**config.mk**
```make
export PLATFORM = sky130hd
export DESIGN_NAME = gnt_mul
export DESIGN_NICKNAME = d
export VERILOG_FILES = /design/src/design/gnt_mul.sv
export SDC_FILE = /design/constraint.sdc
export NUM_CORES = 2
export LEC_CHECK = 0
export BUFFER_PORTS_ARGS = -buffer_cell sky130_fd_sc_hd__buf_2
export CAP_MARGIN = 20
export CORE_MARGIN = 10
export CORE_UTILIZATION = 60
export DETAILED_ROUTE_END_ITERATION = 10
export PLACE_DENSITY = 0.79
export SLEW_MARGIN = 20
export SYNTH_ARGS = -nofsm -noshare
export SYNTH_HDL_FRONTEND = slang
export SYNTH_SLANG_ARGS = --single-unit
export TNS_END_PERCENT = 1
```
**constraint.sdc**
```tcl
create_clock -name aclk -period 17.34 [get_ports aclk]
set_input_delay 3.468 -clock aclk [delete_from_list [all_inputs] [get_ports aclk]]
set_output_delay 3.468 -clock aclk [all_outputs]
set_load 0.005 [all_outputs]
```
**src/design/gnt_mul.sv**
```systemverilog
// Shared signed multiplier with a registered product.
// Depends on nothing beyond the clock; operands come from gnt_seq.
`timescale 1ns / 1ps
`default_nettype none

module gnt_mul (
    input  wire logic               aclk,
    input  wire logic signed [34:0] op_a,
    input  wire logic signed [32:0] op_b,
    output logic signed [67:0]      prod
);

    logic signed [67:0] prod_reg;

    always_ff @(posedge aclk) begin
        prod_reg <= op_a * op_b;
    end

    assign prod = prod_reg;

endmodule

`default_nettype wire

```
# Word level (Yosys, flattened, before mapping)
# Cells that the tools add are included.
word_totals:
  regBits: 68
classes:
  mul: 1
op_table:
  columns: ["op", "n"]
  rows:
  - ["$mul A35 B33 Y68", 1]

# Longest topological paths before layout
logic_depth:
  ltp_word: 1
  ltp_mapped: 29

# Worst setup path before layout
# OpenSTA, ideal clock, no wires.
synth_timing:
  kind: "input-to-reg"
  start: "input op_a[34]"
  end: "register prod_reg[66], in the netlist prod[66]"
  setup_time_ns: 0.127
  arrival_ns: 10.891
  setup_slack_ns: 6.322
  cell_stages: 26
  path_cell_list: "clkbuf_1 > nand2_1 > inv_1 > fa_1 > fa_1 > fa_1 > inv_1 > fa_1 > inv_1 > fa_1 > fa_1 > inv_1 > fa_1 > fa_1 > inv_1 > ha_1 > clkbuf_1 > a21o_1 > a21o_1 > a21oi_1 > o21bai_1 > a21o_1 > a21o_1 > a2111oi_2 > nor3_1 > xor2_1"
synth_between:
  elab_chain_len: 1
synth_lines:
  columns: ["element", "line_no", "rtl"]
  rows:
  - ["start, declared", "8", "input wire logic signed [34:0] op_a,"]
  - ["$mul A35 B33 Y68", "16", "prod_reg <= op_a * op_b;"]
  - ["end signal, assigned", "16", null]
  - ["end, declared", "13", "logic signed [67:0] prod_reg;"]
# Every way passes these cells.

# Worst setup path in the final report
layout_timing:
  start: "input op_a[34]"
  end: "register prod_reg[65], in the netlist prod[65]"
# Same word-level chain as after synthesis.

==> reports/metrics.csv <==
metric;value;unit
Synth cell types;78;
post-synthesis sequential area ratio;3.210;%
syn_nets;5991;
post-cts sizing count;0;
Ports;137;
DP Wirelength;87870;um
clk sink count;68;
largest net degree at the start of global routing;36;
htree depth;3;
status;finished, final reports clean;
Compound-Gate Fraction of Synth Area;3.579;%
Nets;5925;
clock root buffer;clkbuf_16;
Ys Warns;0;
total track usage;28.85;%
Die H;285.9;um
vias in the first global route;34450;
most numerous cell in the Yosys netlist;fa_1;
top-area cell type share of the netlist area;56.98;%
CP required;17.58;ns
post-synthesis adder-cell area fraction;63.50;%
post-synthesis cell count;4494;
die area;0.08171;mm2
hold crit path type;in2reg;
drt wl/cell;21.06;um
# fillers;5746;
Syn Std Cell Area;0.04241;mm2
Max Fclk;84.65;MHz
hold buffer count at cts;0;
XOR/XNOR Fraction of Synth Area;1.487;%
Post-synth top flop;dfxtp_1;
Worst setup EP type;register;
final setup vio count;0;
Setup CP Type;in2reg;
share of layout cells above drive strength 1;4.760;%
unrepaired setup endpoints after global routing;no;
clk buf depth;2;
fin crit share;68.13;%
WL final;113200;um
total negative slack;0;ns
routability congestion estimate from global placement;0.9270;
EDFF count, synth;0;
number of flip-flops under the largest register name;68;
initial antenna violation count;7;
first-pass GRT wire length;183600;um
Worst Path Arrival;12.05;ns
worst-margin pin slew;1.128;ns
vias after detailed routing;30400;
Rel. slew slack;24.81;%
initial core utilization;60.56;%
CTS tree;yes;
Multi-input gate area;0.03575;mm2
largest area contributor in the netlist;fa_1;
Layout area overhead;3.293;%
max_cap viols;0;
Synth top cells by count;fa_1, inv_1, and2_1;
DRT iter0 DRCs;2241;
Worst-path clk slew;0.06;ns
syn_area_per_cell;9.436;um2
Synth area leaders;fa_1, inv_1, and2_1, ha_1, nand2_1;
min Tclk post-route;11.81;ns
core area;0.07003;mm2
CP max FO;33;
Num CTS Buffers;9;
asr flop ratio synth;0;%
register area;0.001361;mm2
Die X;285.9;um
Final Hold Fails;0;
DRC viols;0;
# rows;97;
Post-CTS Setup Inserts;0;
post-synthesis simple-gate area fraction;15.69;%
Post-DRT Antenna Nets;0;
Avg Vias per Cell;5.656;
First-pass DRT Iterations;6;
max-slew violations;0;
total grt overflow;0;
# port buffers;136;
largest family of logic cells by synthesized area;adder cells;
mux share of post-synthesis cell area;0.04721;%
Critical Path Source Type;input port;
#FFs+latches synth;68;
## path summary, 6_finish.rpt
kind | start | end | slack (ns) | cells after the start
min | op_b[0] | prod[0] | 3.71 | 2
max | op_a[34] | prod[65] | 5.53 | 23
## placed cells by master (no fill, tap or decap), types with 9 or more instances in the layout
master and instances:
clkbuf_16 9, a21oi_1 58, xor2_1 23, nor2_1 65
xnor2_1 49, a211oi_1 9, buf_4 31, nand2_1 581
dfxtp_1 68, buf_2 136, nand2b_1 10, nand3_1 16
ha_1 221, inv_1 1137, nor3_1 16, fa_1 1207
o21bai_1 9, o21ai_0 39, and2_1 589, a21o_1 37
nand4_1 17
## kinds of logic after synthesis
kind of cell               count (synthesis)
AOI/OAI and AO/OA                        219
xor gates and xnor gates                  72
adders and majority gates               1428
buffers and inverters                   1382
DFF                                       68
muxes                                      2
and+or+nand+nor                         1323
## through the flow
| step | worst slack, ns | area, um2 | cells | util [%] | hold WS (ns) |
|---|---|---|---|---|---|
| after floorplan | 6.322 | 42410 | 4494 | - | 3.595 |
| after global placement | 5.438 | 43470 | 5357 | 62.08 | 3.849 |
| after detailed placement | 5.241 | 43470 | 5357 | 62.08 | 3.847 |
| after CTS | 5.596 | 43800 | 5373 | 62.54 | 3.683 |
| after global routing | 5.018 | 43800 | 5375 | 62.55 | 3.707 |
| final | 5.526 | 43800 | 5376 | 62.55 | 3.710 |
## area by class of cell
class / instances / area share, %
Multi-Input combinational cell: 3044 / 81.61
Inverter: 1138 / 9.752
Sequential cell: 68 / 3.108
Tap cell: 940 / 2.685
Timing Repair Buffer: 167 / 2.085
Clock buffer: 9 / 0.5142
Clock inverter: 7 / 0.2257
Antenna cell: 3 / 0.01714
## layer usage
layer	vias to the layer above	track usage (%)	part of all wire (%)	routed length, um
met4	4	17.34	7.2	8148
li1	12620	-	-	-
met2	1556	49.70	51	57250
met1	15770	32.63	33	37860
met5	-	0	0.021	24
met3	457	6.343	8.8	9920
## critical path, stage by stage
cell	delay [ns]
buf_2	0.51
nand2_1	0.18
inv_1	0.16
fa_1	0.48
fa_1	0.57
fa_1	1.11
fa_1	0.57
fa_1	0.51
fa_1	0.53
fa_1	0.51
inv_1	0.05
fa_1	0.47
inv_1	0.04
ha_1	0.38
a211oi_1	0.31
o21ai_0	0.24
a2111oi_0	0.76
nor2_1	0.20
o21ai_0	0.26
o211ai_2	0.19
a41oi_2	0.27
o21ai_1	0.11
xor2_1	0.14
Power is left out: the tool's default activity adds up to more than one toggle a clock period on the data nets, which glitch-free logic cannot reach.
