`src/design/gnt_pkg.sv`:
```
// Shared constants, types and small tables for the goniometer nudge transform.
// Used by gnt_seq and goniometer_nudge_transform_core.
`timescale 1ns / 1ps
`default_nettype none

package gnt_pkg;

    // PI_Q30 = 45 * PI_DIV45 + 26; PI_REM_RCP = 26 * ceil(2^32 / 45)
    localparam logic [26:0] PI_DIV45   = 27'd74961320;
    localparam logic [31:0] PI_REM_RCP = 32'd2481536668;
    localparam logic [17:0] X_RND      = 18'd131072;
    localparam logic [22:0] D90       = 23'd5898240;
    localparam logic [22:0] D45       = 23'd2949120;
    localparam logic [32:0] RED_OFS   = 33'd3019898880;
    localparam logic [30:0] ONE_Q30   = 31'h4000_0000;
    localparam logic [29:0] HALF_Q30  = 30'h2000_0000;
    localparam logic [4:0]  RED_STEPS = 5'd9;
    localparam logic [3:0]  HK_SIN_LAST = 4'd4;
    localparam logic [3:0]  HK_COS_LAST = 4'd10;

    localparam logic [1:0] REG_OMEGA_OFFSET = 2'd0;
    localparam logic [1:0] REG_TWEAK_X      = 2'd1;
    localparam logic [1:0] REG_TWEAK_Y      = 2'd2;
    localparam logic [1:0] REG_TWEAK_Z      = 2'd3;

    localparam logic [1:0] MODE_SET_POSE     = 2'd0;
    localparam logic [1:0] MODE_SET_OMEGA    = 2'd1;
    localparam logic [1:0] MODE_NUDGE_HOLDER = 2'd2;
    localparam logic [1:0] MODE_NUDGE_ORIGIN = 2'd3;

    localparam logic [2:0] ROT_TWEAK_X = 3'd0;
    localparam logic [2:0] ROT_TWEAK_Y = 3'd1;
    localparam logic [2:0] ROT_TWEAK_Z = 3'd2;
    localparam logic [2:0] ROT_OMEGA   = 3'd3;
    localparam logic [2:0] ROT_CHI     = 3'd4;
    localparam logic [2:0] ROT_PHI     = 3'd5;

    typedef struct packed {
        logic signed [32:0] tweak_x;
        logic signed [32:0] tweak_y;
        logic signed [32:0] tweak_z;
        logic signed [32:0] omega;
        logic signed [32:0] chi;
        logic signed [32:0] phi;
    } gnt_ang_t;

    typedef struct packed {
        logic start;
        logic to_origin;
        logic ack;
    } gnt_cmd_t;

    function automatic logic [7:0] horner_div(input logic [3:0] hk);
        logic [7:0] d;
        case (hk)
            4'd0:    d = 8'd110;
            4'd1:    d = 8'd72;
            4'd2:    d = 8'd42;
            4'd3:    d = 8'd20;
            4'd4:    d = 8'd6;
            4'd5:    d = 8'd132;
            4'd6:    d = 8'd90;
            4'd7:    d = 8'd56;
            4'd8:    d = 8'd30;
            4'd9:    d = 8'd12;
            default: d = 8'd2;
        endcase
        return d;
    endfunction

    // floor(2^30 / divisor)
    function automatic logic [29:0] horner_recip(input logic [3:0] hk);
        logic [29:0] m;
        case (hk)
            4'd0:    m = 30'd9761289;
            4'd1:    m = 30'd14913080;
            4'd2:    m = 30'd25565281;
            4'd3:    m = 30'd53687091;
            4'd4:    m = 30'd178956970;
            4'd5:    m = 30'd8134407;
            4'd6:    m = 30'd11930464;
            4'd7:    m = 30'd19173961;
            4'd8:    m = 30'd35791394;
            4'd9:    m = 30'd89478485;
            default: m = 30'd536870912;
        endcase
        return m;
    endfunction

    function automatic logic [32:0] red_div(input logic [3:0] k);
        return {10'd0, D90} << k;
    endfunction

    function automatic logic signed [31:0] sat32(input logic signed [34:0] v);
        logic signed [31:0] r;
        if (v > 35'sd2147483647) begin
            r = 32'sh7FFF_FFFF;
        end else if (v < -35'sd2147483648) begin
            r = 32'sh8000_0000;
        end else begin
            r = v[31:0];
        end
        return r;
    endfunction

endpackage

`default_nettype wire

```
`src/design/gnt_seq.sv`:
```
// Sequencer for the nudge rotation chain: angle reduction, sine/cosine
// series and plane rotations, all products through the shared gnt_mul.
// Uses gnt_pkg.
`timescale 1ns / 1ps
`default_nettype none

module gnt_seq import gnt_pkg::*; (
    input  wire logic               aclk,
    input  wire logic               aresetn,
    input  wire gnt_cmd_t           cmd,
    input  wire gnt_ang_t           ang,
    input  wire logic signed [31:0] nudge_x,
    input  wire logic signed [31:0] nudge_y,
    input  wire logic signed [31:0] nudge_z,
    output logic                    done,
    output logic signed [33:0]      delta_0,
    output logic signed [33:0]      delta_1,
    output logic signed [33:0]      delta_2,
    output logic signed [34:0]      mul_a,
    output logic signed [32:0]      mul_b,
    input  wire logic signed [67:0] mul_p
);

    localparam logic [4:0] S_IDLE = 5'd0;
    localparam logic [4:0] S_LOAD = 5'd1;
    localparam logic [4:0] S_RED  = 5'd2;
    localparam logic [4:0] S_FOLD = 5'd3;
    localparam logic [4:0] S_XM   = 5'd4;
    localparam logic [4:0] S_XD   = 5'd5;
    localparam logic [4:0] S_XDIV = 5'd6;
    localparam logic [4:0] S_X2M  = 5'd7;
    localparam logic [4:0] S_X2R  = 5'd8;
    localparam logic [4:0] S_HM1  = 5'd9;
    localparam logic [4:0] S_HM2  = 5'd10;
    localparam logic [4:0] S_HM3  = 5'd11;
    localparam logic [4:0] S_HC   = 5'd12;
    localparam logic [4:0] S_SM   = 5'd13;
    localparam logic [4:0] S_SR   = 5'd14;
    localparam logic [4:0] S_RM1  = 5'd15;
    localparam logic [4:0] S_RM2  = 5'd16;
    localparam logic [4:0] S_RM3  = 5'd17;
    localparam logic [4:0] S_RM4  = 5'd18;
    localparam logic [4:0] S_RW   = 5'd19;
    localparam logic [4:0] S_DONE = 5'd20;

    logic [4:0]         state_reg;
    logic [2:0]         rot_reg;
    logic               to_origin_reg;
    logic signed [33:0] vx_reg, vy_reg, vz_reg;
    logic [32:0]        red_reg;
    logic [1:0]         quad_reg;
    logic [4:0]         cnt_reg;
    logic [21:0]        frac_reg;
    logic               swap_reg;
    logic [29:0]        x_reg, x2_reg, p_reg, qe_reg;
    logic [3:0]         hk_reg;
    logic [30:0]        t_reg, ts_reg;
    logic signed [31:0] sin_reg, cos_reg;
    logic signed [67:0] acc_reg;
    logic signed [33:0] na_reg;

    logic signed [32:0] ang_sel;
    logic signed [33:0] ang_ofs;
    logic signed [33:0] va, vb;
    logic [32:0]        red_step;
    logic               red_ge;
    logic [22:0]        fold_f;
    logic [48:0]        xsum;
    logic [29:0]        p_hi;
    logic [7:0]         hdiv;
    logic [29:0]        hrem;
    logic               hge;
    logic [30:0]        q_full, t_next;
    logic [60:0]        rsq;
    logic [30:0]        ss, cc;
    logic signed [31:0] ss_s, cc_s, sin_next, cos_next;
    logic signed [67:0] half68, rdiff, rsum;

    always_comb begin
        case (rot_reg)
            ROT_TWEAK_X: ang_sel = ang.tweak_x;
            ROT_TWEAK_Y: ang_sel = ang.tweak_y;
            ROT_TWEAK_Z: ang_sel = ang.tweak_z;
            ROT_OMEGA:   ang_sel = ang.omega;
            ROT_CHI:     ang_sel = ang.chi;
            default:     ang_sel = ang.phi;
        endcase
        case (rot_reg)
            ROT_TWEAK_Y: begin va = vz_reg; vb = vx_reg; end
            ROT_TWEAK_Z: begin va = vx_reg; vb = vy_reg; end
            ROT_CHI:     begin va = vy_reg; vb = vx_reg; end
            default:     begin va = vy_reg; vb = vz_reg; end
        endcase
    end

    assign ang_ofs  = {ang_sel[32], ang_sel} + $signed({1'b0, RED_OFS});
    assign red_step = red_div(cnt_reg[3:0]);
    assign red_ge   = red_reg >= red_step;
    assign fold_f   = red_reg[22:0];
    assign xsum     = acc_reg[48:0] + {31'd0, X_RND} + {27'd0, mul_p[53:32]};
    assign p_hi     = mul_p[59:30];
    assign hdiv     = horner_div(hk_reg);
    assign hrem     = p_reg - mul_p[29:0];
    assign hge      = hrem >= {22'd0, hdiv};
    assign q_full   = {1'b0, qe_reg} + {30'd0, hge};
    assign t_next   = ONE_Q30 - q_full;
    assign rsq      = mul_p[60:0] + {31'd0, HALF_Q30};

    assign ss   = swap_reg ? t_reg : rsq[60:30];
    assign cc   = swap_reg ? rsq[60:30] : t_reg;
    assign ss_s = $signed({1'b0, ss});
    assign cc_s = $signed({1'b0, cc});

    always_comb begin
        case (quad_reg)
            2'd0:    begin sin_next = ss_s;  cos_next = cc_s;  end
            2'd1:    begin sin_next = cc_s;  cos_next = -ss_s; end
            2'd2:    begin sin_next = -ss_s; cos_next = -cc_s; end
            default: begin sin_next = -cc_s; cos_next = ss_s;  end
        endcase
    end

    assign half68 = $signed({38'd0, HALF_Q30});
    assign rdiff  = acc_reg - mul_p + half68;
    assign rsum   = acc_reg + mul_p + half68;

    always_comb begin
        mul_a = '0;
        mul_b = '0;
        case (state_reg)
            S_XM:  begin mul_a = {13'd0, frac_reg}; mul_b = {6'd0, PI_DIV45}; end
            S_XD:  begin mul_a = {13'd0, frac_reg}; mul_b = {1'b0, PI_REM_RCP}; end
            S_X2M: begin mul_a = {5'd0, x_reg};     mul_b = {3'd0, x_reg}; end
            S_HM1: begin mul_a = {5'd0, x2_reg};    mul_b = {2'd0, t_reg}; end
            S_HM2: begin mul_a = {5'd0, p_hi};      mul_b = {3'd0, horner_recip(hk_reg)}; end
            S_HM3: begin mul_a = {5'd0, p_hi};      mul_b = {25'd0, hdiv}; end
            S_SM:  begin mul_a = {5'd0, x_reg};     mul_b = {2'd0, ts_reg}; end
            S_RM1: begin mul_a = {va[33], va};      mul_b = {cos_reg[31], cos_reg}; end
            S_RM2: begin mul_a = {vb[33], vb};      mul_b = {sin_reg[31], sin_reg}; end
            S_RM3: begin mul_a = {va[33], va};      mul_b = {sin_reg[31], sin_reg}; end
            S_RM4: begin mul_a = {vb[33], vb};      mul_b = {cos_reg[31], cos_reg}; end
            default: ;
        endcase
    end

    always_ff @(posedge aclk) begin
        if (!aresetn) begin
            state_reg <= S_IDLE;
            rot_reg   <= ROT_TWEAK_X;
        end else begin
            unique case (state_reg)
                S_IDLE: begin
                    if (cmd.start) begin
                        vx_reg        <= {{2{nudge_x[31]}}, nudge_x};
                        vy_reg        <= {{2{nudge_y[31]}}, nudge_y};
                        vz_reg        <= {{2{nudge_z[31]}}, nudge_z};
                        to_origin_reg <= cmd.to_origin;
                        rot_reg       <= ROT_TWEAK_X;
                        state_reg     <= S_LOAD;
                    end
                end
                S_LOAD: begin
                    red_reg   <= ang_ofs[32:0];
                    cnt_reg   <= RED_STEPS;
                    state_reg <= S_RED;
                end
                S_RED: begin
                    if (red_ge) begin
                        red_reg <= red_reg - red_step;
                    end
                    quad_reg <= {quad_reg[0], red_ge};
                    cnt_reg  <= cnt_reg - 5'd1;
                    if (cnt_reg == 5'd0) begin
                        state_reg <= S_FOLD;
                    end
                end
                S_FOLD: begin
                    if (fold_f > D45) begin
                        frac_reg <= 22'(D90 - fold_f);
                        swap_reg <= 1'b1;
                    end else begin
                        frac_reg <= fold_f[21:0];
                        swap_reg <= 1'b0;
                    end
                    state_reg <= S_XM;
                end
                S_XM: begin
                    state_reg <= S_XD;
                end
                S_XD: begin
                    acc_reg   <= mul_p;
                    state_reg <= S_XDIV;
                end
                S_XDIV: begin
                    x_reg     <= xsum[47:18];
                    state_reg <= S_X2M;
                end
                S_X2M: begin
                    state_reg <= S_X2R;
                end
                S_X2R: begin
                    x2_reg    <= rsq[59:30];
                    t_reg     <= ONE_Q30;
                    hk_reg    <= 4'd0;
                    state_reg <= S_HM1;
                end
                S_HM1: begin
                    state_reg <= S_HM2;
                end
                S_HM2: begin
                    p_reg     <= p_hi;
                    state_reg <= S_HM3;
                end
                S_HM3: begin
                    qe_reg    <= p_hi;
                    state_reg <= S_HC;
                end
                S_HC: begin
                    if (hk_reg == HK_SIN_LAST) begin
                        ts_reg <= t_next;
                        t_reg  <= ONE_Q30;
                    end else begin
                        t_reg <= t_next;
                    end
                    if (hk_reg == HK_COS_LAST) begin
                        state_reg <= S_SM;
                    end else begin
                        hk_reg    <= hk_reg + 4'd1;
                        state_reg <= S_HM1;
                    end
                end
                S_SM: begin
                    state_reg <= S_SR;
                end
                S_SR: begin
                    sin_reg   <= sin_next;
                    cos_reg   <= cos_next;
                    state_reg <= S_RM1;
                end
                S_RM1: begin
                    state_reg <= S_RM2;
                end
                S_RM2: begin
                    acc_reg   <= mul_p;
                    state_reg <= S_RM3;
                end
                S_RM3: begin
                    na_reg    <= rdiff[63:30];
                    state_reg <= S_RM4;
                end
                S_RM4: begin
                    acc_reg   <= mul_p;
                    state_reg <= S_RW;
                end
                S_RW: begin
                    case (rot_reg)
                        ROT_TWEAK_Y: begin vz_reg <= na_reg;  vx_reg <= rsum[63:30]; end
                        ROT_TWEAK_Z: begin vx_reg <= na_reg;  vy_reg <= rsum[63:30]; end
                        ROT_CHI:     begin vy_reg <= -na_reg; vx_reg <= rsum[63:30]; end
                        default:     begin vy_reg <= na_reg;  vz_reg <= rsum[63:30]; end
                    endcase
                    if ((rot_reg == ROT_OMEGA && to_origin_reg) || rot_reg == ROT_PHI) begin
                        state_reg <= S_DONE;
                    end else begin
                        rot_reg   <= rot_reg + 3'd1;
                        state_reg <= S_LOAD;
                    end
                end
                S_DONE: begin
                    if (cmd.ack) begin
                        state_reg <= S_IDLE;
                    end
                end
                default: state_reg <= S_IDLE;
            endcase
        end
    end

    assign done    = state_reg == S_DONE;
    assign delta_0 = vy_reg;
    assign delta_1 = to_origin_reg ? vz_reg : -vz_reg;
    assign delta_2 = to_origin_reg ? vx_reg : -vx_reg;

endmodule

`default_nettype wire

```
`config.mk`:
```
export PLATFORM = sky130hd
export DESIGN_NAME = gnt_seq
export DESIGN_NICKNAME = d
export VERILOG_FILES = /design/src/design/gnt_pkg.sv /design/src/design/gnt_seq.sv
export SDC_FILE = /design/constraint.sdc
export NUM_CORES = 2
export LEC_CHECK = 0
export ABC_AREA = 1
export BUFFER_PORTS_ARGS = -buffer_cell sky130_fd_sc_hd__buf_4
export CAP_MARGIN = 20
export CORE_UTILIZATION = 45
export CTS_CLUSTER_SIZE = 16
export DETAILED_ROUTE_END_ITERATION = 16
export GPL_TIMING_DRIVEN = 0
export HOLD_SLACK_MARGIN = 0.06
export RECOVER_POWER = 25
export SLEW_MARGIN = 15
export SYNTH_ARGS = -nofsm -noshare
export SYNTH_HDL_FRONTEND = slang
export SYNTH_SLANG_ARGS = --single-unit
```
`constraint.sdc`:
```
create_clock -name aclk -period 15.2 [get_ports aclk]
set_input_delay 1.52 -clock aclk [delete_from_list [all_inputs] [get_ports aclk]]
set_output_delay 1.52 -clock aclk [all_outputs]
set_load 0.005 [all_outputs]
```
=== Yosys cells after proc, flatten, opt, wreduce, memory -nomap -nowiden ===
Memory sizes are Yosys's and may differ from the RTL's. A register that Yosys moved wholly into a read port is not among the register bits.
Cells that the tools add are included.
Widths: inputs -> output; s select.

* Register bits after elaboration: 522
* Latch bits: 0
* Memory bits (writable): 0
* Memory bits (read-only): 576
* Output and inout bits: 171
* Logic and storage cells: 166
* Memories: 2

{| class="wikitable"
|+ Memory list
! memory !! depth !! bits a word !! rd ports !! clocked after Yosys merged registers in !! write ports !! RTL line !! text
|-
| (no name shown) || 16 || 29 || 1 || 1 || 0 || gnt_pkg.sv:74 || <nowiki>case (hk)</nowiki>
|-
| (no name shown) || 16 || 7 || 1 || 1 || 0 || gnt_pkg.sv:55 || <nowiki>case (hk)</nowiki>
|}

* $add $sub $neg: 21
* $mul: 0
* Div/mod/pow operators: 0
* Order comparisons: 3
* Eq/ne operators: 38
* Shift operators: 1
* Mux-type cells: 40
* Bitwise operators: 0
* Reduce and logical (&&, ||, !) cells: 39

{| class="wikitable"
|+ Operators by type and width
! cell !! number
|-
| $pmux 34 s2 || 7
|-
| $pmux 33 s9 || 1
|-
| $pmux 35 s6 || 1
|-
| $pmux 32 s3 || 2
|-
| $mux 34 || 5
|-
| $pmux 33 s5 || 1
|-
| $add 64x31->64 const B || 2
|-
| $pmux 5 s21 || 1
|-
| $neg 34->34 || 3
|-
| $pmux 34 s3 || 1
|-
| $mux 31 || 3
|-
| $pmux 33 s2 || 1
|-
| $add 64x64->64 || 1
|-
| $neg 31->32 || 2
|-
| $sub 64x64->64 || 1
|-
| $pmux 31 s2 || 1
|-
| $add 61x30->61 const B || 1
|-
| $add 48x18->48 const B || 1
|-
| $add 48x22->48 || 1
|-
| $eq 5x4->1 const B || 8
|-
| $add 33x33->33 const B || 1
|-
| $ge 33x33->1 || 1
|-
| $mux 33 || 1
|-
| $shl 23x4->33 const A || 1
|-
| 42 further kinds || 94
|}

=== Longest topological paths before layout ===
* Depth in word-level cells: 6
* Mapped depth: 32
* Depth with buffers taken out: 32

=== Worst setup path after synthesis ===
No wires, ideal clock.

* Kind: input -> register
* Start: input aresetn
* End: register cos_reg[0], enable pin
* Library setup time: 0.565 ns
* Arrival: 5.995 ns
* Slack: 8.640 ns
* Cell stages on the path: 2
* Buffers on the path: 0
* Cell sequence: inv_1 > nor3_1

* Word-level cells in the longest chain between the ends: 1

{| class="wikitable"
|+ RTL lines
! what !! RTL line !! text
|-
| from (decl) || gnt_seq.sv:9 || <nowiki>input wire logic aresetn,</nowiki>
|-
| $reduce_and 2->1 (no line) || -- ||
|-
| to (signal assigned) || gnt_seq.sv:237 || <nowiki>cos_reg <= cos_next;</nowiki>
|-
| to (decl) || gnt_seq.sv:58 || <nowiki>logic signed [31:0] sin_reg, cos_reg;</nowiki>
|}

Every way passes these cells.
A chain may end at the register's enable or synchronous reset.

=== Final worst setup path ===
* Start: input mul_p[1]
* End: register t_reg[23], data pin

* Word-level cells in the longest chain between the ends: 6

{| class="wikitable"
|+ RTL lines
! what !! RTL line !! text
|-
| from (decl) || gnt_seq.sv:21 || <nowiki>input wire logic signed [67:0] mul_p</nowiki>
|-
| $sub 30x30->30 || gnt_seq.sv:103 || <nowiki>assign hrem = p_reg - mul_p[29:0];</nowiki>
|-
| $ge 30x8->1 || gnt_seq.sv:104 || <nowiki>assign hge = hrem >= {22'd0, hdiv};</nowiki>
|-
| $add 30x1->31 || gnt_seq.sv:105 || <nowiki>assign q_full = {1'b0, qe_reg} + {30'd0, hge};</nowiki>
|-
| $sub 31x31->31 || gnt_seq.sv:106 || <nowiki>assign t_next = ONE_Q30 - q_full;</nowiki>
|-
| net t_next[23] || gnt_seq.sv:73 || <nowiki>logic [30:0] q_full, t_next;</nowiki>
|-
| $mux 31 || gnt_seq.sv:219 || <nowiki>if (hk_reg == HK_SIN_LAST) begin</nowiki>
|-
| $pmux 31 s2 || gnt_seq.sv:151 || <nowiki>unique case (state_reg)</nowiki>
|-
| to (signal assigned) || gnt_seq.sv:223 || <nowiki>t_reg <= t_next;</nowiki>
|-
| to (decl) || gnt_seq.sv:57 || <nowiki>logic [30:0] t_reg, ts_reg;</nowiki>
|}

The timed path passes the listed nets, and every way through them passes these cells.

==> results.cfg <==
[cts]
h-tree-depth = 3
clk_pin_slew_worst_paths_ns = 0.06
clock_path_buffers = 3
worstSkewPairLatency_ns = 0.67
cts_sinks = 552
post_cts_buffers = 0
root_buffer = clkbuf_16
cts_tree = yes
post_cts_resized = 0
cts_made_buffers = 69
ctsHoldBuffers = 0

[synthesis]
yosysTopAreaCellShare = 0.317
syn_inst = 6613
synth_nets = 7386
synth.area.top_cells = edfxtp_1 32%, nand2_1 12%, ha_1 10%, inv_1 6.7%, nor2_1 5.5%
synthArstFlopShare = 0
seq_area_frac_synth = 0.332
avgSynthCellArea_sq_um = 7.37
syn_area_sq_mm = 0.0487
yosysUniqueCellTypes = 73
synth-seq-cells = 552
synth_largest_area_cell = edfxtp_1
ys_warn_count = 0
synth_edf_count = 514
ys.flop_type = edfxtp_1

[worst_setup_path]
worstPathArrival_ns = 7.70
critPathRequiredTime_ns = 15.72
r2r-start = p_reg[0]
setup.worst_path.start_class = input port
critPathSlowestCell = xor2_1
crit_path_end = t_reg[23]
reg2reg_setup_slack_ns = 8.87
cpPeakStageDelay_ns = 0.82
endpoint_kind = flip-flop
worstRegToRegCells = 28
path_class = input port to flip-flop
worstPathMaxFanout = 4
reg2reg_to = t_reg[23]
worst-path-stages = 32
cp-startpoint = mul_p[1]
critPathTopFamily = compound AO/OA/AOI/OAI gates
path_buf_inv = 4

[power]
powerDensity_mw_per_mm2 = 115
p_leak_nw = 25.4
vdd.ir_drop.worst_v = 0.000122

[cells_and_area]
fill_cells = 10600
fin_cells = 8728
multi_input_area_sq_mm = 0.0285
drive_above_1_share = 0.108
final_util = 0.534
seqCellArea_sq_mm = 0.0162
syn_to_final_growth_pct = 17.5
final_nets = 8030
largest_register_ffs = 64

[floorplan]
die_height_um = 331
num_rows = 120
core-area_sq_mm = 0.107
start_util = 0.455
design.die.area_sq_mm = 0.110
pin_count = 538
fp.dieW_um = 331

[timing]
setup_slack_ns = 8.02
fin_crit_sh = 0.472
relSlewSlack = -0.212
skew_ns = 0.0322
setup_viol = 0
worst-slew-pin-transition_ns = 1.82
finalHoldViolCount = 0
final.min_clock_period_ns = 7.18
grt_setup_unrepaired = false
setup-tns-final_ns = 0
fmax_ghz = 0.139
final_max_slew_viol_count = 59

[detailed_routing]
finalWirelength_mm = 272
drc = 0
wl_per_cell_um = 31.1
drt_iter0_drc = 7592
postRouteAntennaNets = 0
routed_via_density = 6.24
dr.pass1.iters = 8
dr_total_vias = 54400

[global_routing]
grt_pass1_vias = 50000
grt_pass1_wl_mm = 368
grt_max_degree = 33
overflow = 0
grt_usage = 0.484
antenna_found_initial = 33

[placement]
gp_congestion = 1.12
portBuffers = 533
dp_hpwl_mm = 221
dp_slack_ns = 7.57
place_inst = 8579

[status]
violations = capacitance limit, slew limit
outcome = finished with violations

[worst_hold_path]
hold_class = flip-flop to flip-flop

[flow_run]
max_cap_viol_count = 2
[report_power, final]
part / internal, mW / leakage (nW) / switching, mW
clock network: 1.02 / 1.16 / 0.753
logic: 0.803 / 19.3 / 2.04
registers: 1.84 / 5.00 / 0.141
total: 3.66 / 25.4 / 2.93
[layout make-up]
class,instances,share of cell area
inverters,889,0.0584
flip-flops and latches,552,0.283
clock buffers,87,0.0346
diodes,14,0.000612
well taps,1403,0.0307
clock inverters,38,0.00684
repair buffers,573,0.0742
multi-input cells,4990,0.498
plain buffers,182,0.0137
[metrics by stage]
stage / hold WS [ns] / power (mW) / cell area, sq um
after global placement: 0.466 / 4.52 / 54500
after detailed placement: 0.455 / 4.56 / 55000
after CTS: 0.492 / 6.30 / 57400
after floorplan: 0.426 / 3.30 / 48700
final: 0.489 / 6.59 / 57200
after global routing: 0.506 / 6.75 / 57200
[Yosys cell counts, types with 87 or more instances]
cell and number:
nand2_1 1516, inv_1 866, nor2_1 708, edfxtp_1 514, a21oi_1 445, ha_1 405, o21ai_0 370, nand3_1 311
xor2_1 183, clkbuf_1 134, nand4_1 108, nor3_1 95, a31oi_1 88, a221oi_1 87
[worst min path at each step]
stage	start	depth (start not counted)	slack, ns	end
floorplan	red_reg[0]	0	0.43	frac_reg[0]
global placement	quad_reg[0]	0	0.47	quad_reg[1]
detailed placement	red_reg[0]	0	0.45	frac_reg[0]
CTS	quad_reg[0]	0	0.49	quad_reg[1]
global route	quad_reg[0]	0	0.51	quad_reg[1]
finish	quad_reg[0]	0	0.49	quad_reg[1]
[worst reg2reg max path: cells and delay by family, from the launching register on]
family / cells / cell delay, ns
xor gates and xnor gates: 2 / 1.00
buffers and inverters: 3 / 0.16
adders and majority gates: 6 / 1.51
and+or+nand+nor: 10 / 1.32
DFF: 1 / 0.32
AOI/OAI and AO/OA: 7 / 1.91
[logic make-up (layout without fill, tap and decap cells)]
group                    Yosys count  count (layout)  share of synthesized area
adder cells (fa/ha/maj)          406             406                      0.104
XOR/XNOR                         229             229                     0.0412
AO/OA/AOI/OAI                   1442            1442                      0.183
multiplexers                       1               1                   0.000205
flip-flops                       552             552                      0.332
buffers and inverters           1071            1769                     0.0845
other                              0              14                          0
AND/OR/NAND/NOR                 2912            2912                      0.254
[placed cells by master (no fill, tap or decap), types with 17 or more instances in the layout]
master,n
a21boi_0,17
nand2_2,27
o221ai_1,34
a21oi_1,442
buf_1,18
o21ai_0,371
inv_1,868
xnor2_1,46
nor3_1,93
a211oi_1,19
a21o_1,55
nor4_1,26
buf_2,18
a22oi_1,44
o21bai_1,27
o2111ai_1,30
a31oi_1,84
clkinv_1,18
o211ai_1,66
a2bb2oi_1,19
or2_2,30
nand2_1,1519
o22ai_1,37
edfxtp_1,514
a22o_1,28
clkbuf_1,213
ha_1,405
nor2_1,711
clkbuf_16,76
a221oi_1,84
o21a_1,24
nand3_1,315
xor2_1,182
nand4_1,108
dfxtp_1,38
buf_4,478
[layer usage]
layer | part of all wire | track usage
met2 | 0.41 | 0.708
met4 | 0.10 | 0.404
met3 | 0.13 | 0.187
met5 | 0.00070 | 0
met1 | 0.36 | 0.559
(Power assumes the default switching activity.)
